**config.mk**
```make
export PLATFORM = sky130hd
export DESIGN_NAME = length_prefixed_frame_deframer_core
export DESIGN_NICKNAME = d
export VERILOG_FILES = /design/src/rtl/core/ldf_pkg.sv /design/src/rtl/core/ldf_parser.sv /design/src/rtl/core/ldf_out_reg.sv /design/src/rtl/core/length_prefixed_frame_deframer_core.sv
export SDC_FILE = /design/constraint.sdc
export NUM_CORES = 1
export LEC_CHECK = 0
export BUFFER_PORTS_ARGS = -buffer_cell sky130_fd_sc_hd__clkbuf_2
export CORE_MARGIN = 1
export CORE_UTILIZATION = 40
export CTS_BUF_LIST = sky130_fd_sc_hd__clkbuf_8
export CTS_CLUSTER_SIZE = 40
export DETAILED_ROUTE_END_ITERATION = 7
export PLACE_DENSITY = 0.55
export SETUP_SLACK_MARGIN = 0.02
export SLEW_MARGIN = 10
export SYNTH_ARGS = -nofsm -noshare
export SYNTH_HDL_FRONTEND = slang
export SYNTH_SLANG_ARGS = --single-unit
```
**constraint.sdc**
```tcl
create_clock -name i_clk -period 4.89 [get_ports i_clk]
set_clock_uncertainty 0.15 [all_clocks]
set_input_delay 0.978 -clock i_clk [delete_from_list [all_inputs] [get_ports i_clk]]
set_output_delay 0.978 -clock i_clk [all_outputs]
set_load 0.01 [all_outputs]
```
**src/rtl/core/ldf_pkg.sv**
```systemverilog
// ----------------------------------------------------------------------------
// ldf_pkg
// Shared types, codes and character tables of the length-prefixed deframer.
// ----------------------------------------------------------------------------
package ldf_pkg;

    // Parser phases
    typedef enum logic [2:0] {
        PH_HDR_LEN,
        PH_HDR_BODY,
        PH_SMALL_LEN,
        PH_LARGE_LEN,
        PH_PAYLOAD
    } t_phase;

    // Error codes
    localparam logic [1:0] ERR_NONE = 2'd0;
    localparam logic [1:0] ERR_HTTP = 2'd1;
    localparam logic [1:0] ERR_HDR  = 2'd2;

    // All-ones escape length of the 16-bit length field
    localparam logic [15:0] LEN_ESCAPE = 16'hFFFF;

    typedef struct packed {
        logic       valid;
        logic [7:0] payload_byte;
        logic       frame_last;
        logic [1:0] error_code;
    } t_result;

    // "GET "
    function automatic logic [7:0] get_char(input logic [1:0] idx);
        logic [7:0] c;
        case (idx)
            2'd0:    c = 8'h47;
            2'd1:    c = 8'h45;
            2'd2:    c = 8'h54;
            default: c = 8'h20;
        endcase
        return c;
    endfunction

    // "TCP" CR LF CR LF
    function automatic logic [7:0] conn_char(input logic [2:0] idx);
        logic [7:0] c;
        case (idx)
            3'd0:    c = 8'h54;
            3'd1:    c = 8'h43;
            3'd2:    c = 8'h50;
            3'd3:    c = 8'h0D;
            3'd4:    c = 8'h0A;
            3'd5:    c = 8'h0D;
            3'd6:    c = 8'h0A;
            default: c = 8'h00;
        endcase
        return c;
    endfunction

endpackage

```
**src/rtl/core/ldf_parser.sv**
```systemverilog
// ----------------------------------------------------------------------------
// ldf_parser
// Parser state and one-byte step logic: header check, length fields, payload.
// ----------------------------------------------------------------------------
module ldf_parser (
    input  logic             i_clk,
    input  logic             i_rst_n,
    input  logic             i_cfg_we,
    input  logic             i_cfg_wdata,
    input  logic             i_step,
    input  logic [7:0]       i_byte,
    output ldf_pkg::t_result o_res
);
    import ldf_pkg::*;

    t_phase      r_phase, n_phase;
    logic [2:0]  r_pos, n_pos;
    logic [31:0] r_acc, n_acc;
    logic [31:0] r_rem, n_rem;
    logic        r_gmatch, n_gmatch;
    logic        r_dead, n_dead;
    logic        r_server, n_server;

    logic        go;
    logic        get_hit;
    logic        hdr_bad;
    logic [31:0] rem_dec;
    logic [31:0] byte_ext;
    logic [31:0] large_acc;
    logic [31:0] small_acc;
    logic [4:0]  lg_shift;
    logic [4:0]  sm_shift;

    assign go       = i_step && !r_dead;
    assign byte_ext = {24'd0, i_byte};
    assign rem_dec  = r_rem - 32'd1;
    // position capped at the top byte of each length field
    assign lg_shift  = {(r_pos > 3'd3) ? 2'd3 : r_pos[1:0], 3'd0};
    assign sm_shift  = {3'd0, (r_pos > 3'd1) ? 1'b1 : r_pos[0], 1'b0} << 2;
    assign large_acc = r_acc | (byte_ext << lg_shift);
    assign small_acc = {16'd0, r_acc[15:0]} | (byte_ext << sm_shift);

    // "GET " completes on the second header body byte
    assign get_hit = (r_pos == 3'd1) && r_gmatch && (i_byte == get_char(2'd3));
    assign hdr_bad = (r_pos == 3'd6) && ((r_acc != 32'd0) || (i_byte != conn_char(r_pos)));

    // next state
    always_comb begin
        n_phase  = r_phase;
        n_pos    = r_pos;
        n_acc    = r_acc;
        n_rem    = r_rem;
        n_gmatch = r_gmatch;
        n_dead   = r_dead;
        n_server = r_server;
        if (i_cfg_we) begin
            n_server = i_cfg_wdata;
            n_phase  = i_cfg_wdata ? PH_HDR_LEN : PH_SMALL_LEN;
            n_pos    = 3'd0;
            n_acc    = 32'd0;
            n_rem    = 32'd0;
            n_gmatch = 1'b1;
        end else if (go) begin
            case (r_phase)
                PH_HDR_LEN: begin
                    if (r_pos < 3'd2 && i_byte != get_char(r_pos[1:0])) begin
                        n_gmatch = 1'b0;
                    end
                    if (r_pos >= 3'd1) begin
                        n_phase = PH_HDR_BODY;
                        n_pos   = 3'd0;
                        n_acc   = 32'd0;
                    end else begin
                        n_pos = r_pos + 3'd1;
                    end
                end
                PH_HDR_BODY: begin
                    if (r_pos < 3'd2 && i_byte != get_char({1'b1, r_pos[0]})) begin
                        n_gmatch = 1'b0;
                    end
                    if (i_byte != conn_char(r_pos)) begin
                        n_acc = 32'd1;
                    end
                    if (get_hit || hdr_bad) begin
                        n_dead = 1'b1;
                    end else if (r_pos >= 3'd6) begin
                        n_phase = PH_SMALL_LEN;
                        n_pos   = 3'd0;
                        n_acc   = 32'd0;
                    end else begin
                        n_pos = r_pos + 3'd1;
                    end
                end
                PH_LARGE_LEN: begin
                    if (r_pos >= 3'd3) begin
                        n_pos = 3'd0;
                        n_acc = 32'd0;
                        if (large_acc != 32'd0) begin
                            n_rem   = large_acc;
                            n_phase = PH_PAYLOAD;
                        end
                    end else begin
                        n_pos = r_pos + 3'd1;
                        n_acc = large_acc;
                    end
                end
                PH_PAYLOAD: begin
                    n_rem = rem_dec;
                    if (rem_dec == 32'd0) begin
                        n_phase = PH_SMALL_LEN;
                        n_pos   = 3'd0;
                        n_acc   = 32'd0;
                    end
                end
                default: begin
                    n_phase = PH_SMALL_LEN;
                    if (r_pos >= 3'd1) begin
                        n_pos = 3'd0;
                        n_acc = 32'd0;
                        if (small_acc == 32'd0 || small_acc == {16'd0, LEN_ESCAPE}) begin
                            n_phase = PH_LARGE_LEN;
                        end else begin
                            n_rem   = small_acc;
                            n_phase = PH_PAYLOAD;
                        end
                    end else begin
                        n_pos = r_pos + 3'd1;
                        n_acc = small_acc;
                    end
                end
            endcase
        end
    end

    // result of this byte
    always_comb begin
        o_res = '0;
        if (go) begin
            case (r_phase)
                PH_HDR_BODY: begin
                    if (get_hit) begin
                        o_res.valid      = 1'b1;
                        o_res.error_code = ERR_HTTP;
                    end else if (hdr_bad) begin
                        o_res.valid      = 1'b1;
                        o_res.error_code = ERR_HDR;
                    end
                end
                PH_PAYLOAD: begin
                    o_res.valid        = 1'b1;
                    o_res.payload_byte = i_byte;
                    o_res.frame_last   = (rem_dec == 32'd0);
                    o_res.error_code   = ERR_NONE;
                end
                default: begin
                    o_res = '0;
                end
            endcase
        end
    end

    always_ff @(posedge i_clk) begin
        if (!i_rst_n) begin
            r_phase  <= PH_SMALL_LEN;
            r_pos    <= 3'd0;
            r_acc    <= 32'd0;
            r_rem    <= 32'd0;
            r_gmatch <= 1'b1;
            r_dead   <= 1'b0;
            r_server <= 1'b0;
        end else begin
            r_phase  <= n_phase;
            r_pos    <= n_pos;
            r_acc    <= n_acc;
            r_rem    <= n_rem;
            r_gmatch <= n_gmatch;
            r_dead   <= n_dead;
            r_server <= n_server;
        end
    end

endmodule

```
**src/rtl/core/ldf_out_reg.sv**
```systemverilog
// ----------------------------------------------------------------------------
// ldf_out_reg
// Result register on the output channel, held while the sink stalls.
// ----------------------------------------------------------------------------
module ldf_out_reg (
    input  logic             i_clk,
    input  logic             i_rst_n,
    input  logic             i_load,
    input  ldf_pkg::t_result i_res,
    input  logic             i_stall,
    output logic             o_valid,
    output logic [7:0]       o_payload_byte,
    output logic             o_frame_last,
    output logic [1:0]       o_error_code
);
    import ldf_pkg::*;

    logic       r_valid, n_valid;
    logic [7:0] r_byte;
    logic       r_last;
    logic [1:0] r_err;

    always_comb begin
        n_valid = r_valid;
        if (i_load) begin
            n_valid = i_res.valid;
        end else if (!i_stall) begin
            n_valid = 1'b0;
        end
    end

    always_ff @(posedge i_clk) begin
        if (!i_rst_n) begin
            r_valid <= 1'b0;
        end else begin
            r_valid <= n_valid;
        end
    end

    always_ff @(posedge i_clk) begin
        if (i_load) begin
            r_byte <= i_res.payload_byte;
            r_last <= i_res.frame_last;
            r_err  <= i_res.error_code;
        end
    end

    assign o_valid        = r_valid;
    assign o_payload_byte = r_byte;
    assign o_frame_last   = r_last;
    assign o_error_code   = r_err;

endmodule

```
**src/rtl/core/length_prefixed_frame_deframer_core.sv**
```systemverilog
// ----------------------------------------------------------------------------
// length_prefixed_frame_deframer_core
// Each accepted byte passes the input register, then the result register.
// Throughput: one byte per cycle while the result sink does not stall.
// Reset: synchronous, active low; parser starts in the small-length phase,
// client mode, no clearing pass.
// ----------------------------------------------------------------------------
module length_prefixed_frame_deframer_core (
    input  logic       i_clk,
    input  logic       i_rst_n,
    // configuration
    input  logic       i_cfg_we,
    input  logic       i_cfg_wdata,
    // receive byte channel
    input  logic       i_rx_valid,
    output logic       o_rx_stall,
    input  logic [7:0] i_rx_byte,
    // result channel
    output logic       o_res_valid,
    input  logic       i_res_stall,
    output logic [7:0] o_payload_byte,
    output logic       o_frame_last,
    output logic [1:0] o_error_code
);
    import ldf_pkg::*;

    // Input register: holds one beat until the parser can step on it.
    logic       r_in_valid, n_in_valid;
    logic [7:0] r_in_byte;
    logic       in_accept;
    logic       advance;
    t_result    step_res;

    // Step whenever a byte waits and the result register is free or draining;
    // bytes that yield no result still step, so the stage never idles.
    assign advance    = r_in_valid && (!o_res_valid || !i_res_stall);
    assign o_rx_stall = r_in_valid && !advance;
    assign in_accept  = i_rx_valid && !o_rx_stall;

    always_comb begin
        n_in_valid = r_in_valid;
        if (in_accept) begin
            n_in_valid = 1'b1;
        end else if (advance) begin
            n_in_valid = 1'b0;
        end
    end

    always_ff @(posedge i_clk) begin
        if (!i_rst_n) begin
            r_in_valid <= 1'b0;
        end else begin
            r_in_valid <= n_in_valid;
        end
    end

    // Payload of the input register: load on accept only.
    always_ff @(posedge i_clk) begin
        if (in_accept) begin
            r_in_byte <= i_rx_byte;
        end
    end

    // Parser: header check, length assembly, payload count.
    ldf_parser u_parser (
        .i_clk       (i_clk),
        .i_rst_n     (i_rst_n),
        .i_cfg_we    (i_cfg_we),
        .i_cfg_wdata (i_cfg_wdata),
        .i_step      (advance),
        .i_byte      (r_in_byte),
        .o_res       (step_res)
    );

    // Result register: hold the beat while the sink stalls.
    ldf_out_reg u_out_reg (
        .i_clk          (i_clk),
        .i_rst_n        (i_rst_n),
        .i_load         (advance),
        .i_res          (step_res),
        .i_stall        (i_res_stall),
        .o_valid        (o_res_valid),
        .o_payload_byte (o_payload_byte),
        .o_frame_last   (o_frame_last),
        .o_error_code   (o_error_code)
    );

endmodule

```
* After elaboration in Yosys (flattened, before gate mapping) *
Index checks and enable logic that the tools add are counted.

word-level totals
  bits in registers = 93
  input port bits = 14
  output and inout port bits = 13
  logic and storage cells = 164

operators by class
  $add $sub $neg = 2
  order comparisons = 6
  eq/ne operators = 32
  shift-type cells = 2
  multiplexer cells = 60
  bitwise gates (word level) = 7
  reduce and logical (&&, ||, !) cells = 42

operators with widths
  kind                     number
  $mux W32                 11
  $pmux W32 S4             1
  $pmux W32 S3             1
  $mux W8                  9
  $logic_not A32 Y1        2
  $reduce_bool A32 Y1      2
  $mux W3                  15
  $pmux W7 S5              1
  $eq A32 B16 Y1 const B   1
  $or A16 B32 Y32          1
  $or A32 B32 Y32          1
  $shl A8 B4 Y32           1
  $shl A8 B5 Y32           1
  $sub A32 B1 Y32 const B  1
  $ne A8 B8 Y1             3
  $pmux W7 S3              1
  $ne A3 B2 Y1 const B     5
  $ne A2 B1 Y1 const B     7
  $eq A3 B3 Y1 const B     4
  $mux W12                 1
  $pmux W3 S4              1
  $mux W2                  5
  $eq A3 B2 Y1 const B     3
  $logic_and A1 B1 Y1      9
  33 further kinds         64

* Logic depth before layout (Yosys ltp) *
  depth after elaboration = 11
  mapped depth = 16
  mapped depth without buffers = 11

* Modules after synthesis *
Synthesis repeated with hierarchy kept, for this count alone.

second synthesis, totals
  cells, all modules = 774
  area, all modules = 6060.8 µm²

modules (own cells, without submodules)
  module                               instances  cells an instance  area an instance (µm²)  sequential area each (µm²)
  ldf_parser                           1          746                5400.2                  1441.4
  ldf_out_reg                          1          15                 367.9                   350.3
  length_prefixed_frame_deframer_core  1          13                 292.8                   260.2

* Least setup slack after synthesis *
No wires, ideal clock.

  path kind = reg2reg
  from = register u_parser.r_rem[0]
  to = register u_parser.r_acc[1]
  setup time = 0.117 ns
  arrival time = 3.552 ns
  data required time = 4.623 ns
  slack = 1.071 ns
  cell stages (with the launch flop) = 13
  path buffers = 1
  period minus slack after synthesis = 3.819 ns
  cell sequence = dfxtp_1 > inv_1 > ha_1 > or3b_2 > nor4_1 > nand4_1 > xor2_1 > or4b_2 > nor4_4 > o21ai_1 > and2_1 > clkbuf_1 > a22o_1

on the way
  cells in the longest elaborated chain, start to end = 4

RTL lines
  what                         RTL line           RTL
  start: declaration           ldf_parser.sv:19   logic [31:0] r_rem, n_rem;
  start signal: assignment     ldf_parser.sv:175  r_rem <= n_rem;
  $sub A32 B1 Y32              ldf_parser.sv:36   assign rem_dec = r_rem - 32'd1;
  $logic_not A32 Y1            ldf_parser.sv:109  if (rem_dec == 32'd0) begin
  $ne A2 B1 Y1 (no line)       -
  $reduce_and A3 Y1 (no line)  -
  end signal: assignment       ldf_parser.sv:174  r_acc <= n_acc;
  end: declaration             ldf_parser.sv:18   logic [31:0] r_acc, n_acc;

Every way passes these cells.
A chain may end at the register's enable or synchronous reset.

* Final worst setup path *
  from = register u_parser.r_rem[16]
  to = register u_parser.r_acc[21]

Same word-level chain as after synthesis.

==> out/results.txt <==
Root buffer cell: clkbuf_8
Clock share of power: 39.1%
Post-route DRC: 0
CTS max path bufs: 2
Sequential share of power: 49.4%
PwrDens: 253.7 nW/um2
R2r setup slk: 530 ps
YS warnings: 0
Top post-synthesis cells by count: 88 x a21oi_1, 86 x nand2_1, 75 x nor2_1, 74 x dfxtp_1, 45 x o21ai_0
Fmax: 229.3 MHz
Period Utilization, post-route: 89.18%
Power share of the combinational group: 11.4%
Number of clock sinks: 93
Area after DPL: 6206 um2
Number of synthesized flops with an enable pin: 19
Mapped cell area: 5912 um2
Post-DP HPWL: 13580 um
DRT Pass-1 Iters: 6
RSZ-0062 raised after global routing: no
Sw Pwr: 0.4437 mW
Slowest library cell on the worst path: or4b_2
RR Startpoint: u_parser.r_rem[16]$_SDFFE_PP0P_
Die Ht: 123.6 um
Core box area: 14480 um2
Ys flop type: dfxtp_1
Endpoints failing setup: 0
Total gr overflow: 0
Die width: 123.6 um
Post-synth cell types: 75
Yosys reg bits: 93
Pins Over Slew Limit: 0
Crit path cell chain: or4_1, nor4b_1, nand4_1, xor2_1, or4b_2, nor4_4, o21ai_1, and2_0, a22o_1
Setup Buffers After CTS: 0
CP Capture Point: u_parser.r_acc[21]$_SDFFE_PP0P_
Dpl cells: 946
Count leader, synth: a21oi_1
Syn_nets: 792
Slowest stage delay, CP: 680 ps
Dominant cells by area after synthesis: dfxtp_1 25%, edfxtp_1 9.7%, a21oi_1 7.4%
Ys async rst share: 0%
Synth top area share: 25.06%
Largest net degree at the start of global routing: 48
Maximum VDD drop: 0.1623 mV
Antenna violations before repair: 0
DRT iter0 DRCs: 632
CTS tree: yes
Wirelength per Cell: 19.85 um
Outcome: completed
Remaining antenna violation count after routing: 0
Ant. Diodes: 0
Post-place setup slack: 632.2 ps
Number of max-cap violations: 0
Final net count: 799
Crit path launch: u_parser.r_rem[16]$_SDFFE_PP0P_
Slew Limit Headroom: 33.76%
Hold Crit Class: register to register
R2R depth: 9
Setup TNS: 0 ps
First-pass GRT wire length: 30090 um
End of the worst register-to-register path: u_parser.r_acc[21]$_SDFFE_PP0P_
Syn_area_per_cell: 7.718 um2
Tot Pwr: 1.634 mW
Synth Instances: 766
Row cnt: 44
Switching portion of total power: 27.15%
Design area: 6444 um2
Gpl congestion: 0.9462
Vias: 5979
LEAKAGE: 2.507 nW
CTS clk-pin slew, worst paths: 100 ps
Final wirelength: 19090 um
Hold buffers post-CTS: 0
Clock latency on the worst-skew pair: 390 ps
Internal power: 1.191 mW
Final cell count without fillers: 962
Top Ports: 27
Total track usage: 26.14%
Hold Crit Start: u_parser.r_gmatch$_SDFFE_PP1P_
Tmin final: 4361 ps
# H-tree levels: 3
Critical Setup Path Class: register to register
Resize count post-CTS: 0
Final Hold Viols: 0
Share of layout cells above drive strength 1: 11.83%
Worst Hold Slack: 317.1 ps
Initial Util: 40.83%
CP required: 5010 ps
Area grow syn2layout: 8.995%
Vias per inst: 6.215
Finished Core Util: 44.50%
Slew @ Worst Pin: 985.2 ps
Setup WS post-layout: 529.0 ps
Worst Path Arrival: 4490 ps
Buffers on Ports: 26
Worst Path Max Fanout: 11
CP endpoint kind: register
Synth area leader: dfxtp_1
Startpoint Class: register
CTS Buf Count: 9
Vias in the first global route: 5257
Seq/Total Area, Yosys: 34.71%
Die ar.: 15270 um2
==> placed cells by master, fill, tap and decap left out, types with 8 or more instances in the layout <==
cell,n
a21oi_1,88
nand2_1,86
nor2_1,74
dfxtp_1,74
o21ai_0,45
nor3_1,34
clkbuf_2,26
buf_4,25
nand3_1,20
o22ai_1,20
edfxtp_1,19
and3_1,17
nand4_1,16
nor4_1,15
a22o_1,15
inv_1,14
ha_1,12
nor2b_1,11
o211ai_1,11
a31oi_1,10
or3_1,9
clkbuf_8,9
and2_1,8
nor3b_1,8
o31ai_1,8
==> worst max-delay path: cells and delay by family (launching register included) <==
kind,cells,cell delay (ps)
AO/OA/AOI/OAI,2,610
AND/OR/NAND/NOR,6,2880
flip-flops,1,370
XOR/XNOR,1,220
==> how the worst min path moves through the flow <==
stage               slack (ps)  cells past startpoint                        endpoint
floorplan                  290                      2  u_parser.r_gmatch$_SDFFE_PP1P_
global placement           310                      2  u_parser.r_gmatch$_SDFFE_PP1P_
detailed placement         310                      2  u_parser.r_gmatch$_SDFFE_PP1P_
CTS                        330                      2  u_parser.r_gmatch$_SDFFE_PP1P_
global route               350                      2  u_parser.r_gmatch$_SDFFE_PP1P_
finish                     320                      2  u_parser.r_gmatch$_SDFFE_PP1P_
==> metal layers <==
layer  GRT usage [%]  part of all wire (%)
met1           37.99                    45
met2           38.44                    44
met4           9.940                   1.8
met5               0                     0
met3           4.304                   8.3
==> state kept, by name, indices dropped and copies added (netlist names), 2 cells and up <==
| register | flops |
|---|---|
| r_in_byte | 8 |
| u_out_reg.o_payload_byte | 8 |
| u_parser.r_rem | 32 |
| u_parser.r_phase | 3 |
| u_out_reg.o_error_code | 2 |
| u_parser.r_pos | 3 |
| u_parser.r_acc | 32 |
==> area by class of cell <==
class                   count  area, um2
clock buffers               9      123.9
clock inverters             7      113.9
fillers                  1491       8035
inverters                  13      48.80
multi-input cells         605       3557
flip-flops and latches     93       2052
well taps                 184      230.2
repair buffers             51      317.8
==> power by group through the flow <==
stage               sequential (mW)  combinational [mW]  clock [mW]
finish                        0.808               0.187       0.640
global route                  0.810               0.204       0.680
CTS                           0.808               0.184       0.649
detailed placement            0.825               0.183           0
global placement              0.825               0.181           0
floorplan                     0.819               0.127           0
==> logic make-up (layout without fill, tap and decap cells) <==
family	Yosys count	count (layout)	share of synthesized area, %
xor gates and xnor gates	12	12	1.778
buffers and inverters	68	80	5.312
adders and majority gates	12	12	2.540
AOI/OAI and AO/OA	241	241	25.46
muxes	6	6	1.016
DFF	93	93	34.71
and+or+nand+nor	334	334	29.19
Note: power is estimated with default switching activity, not from simulation.
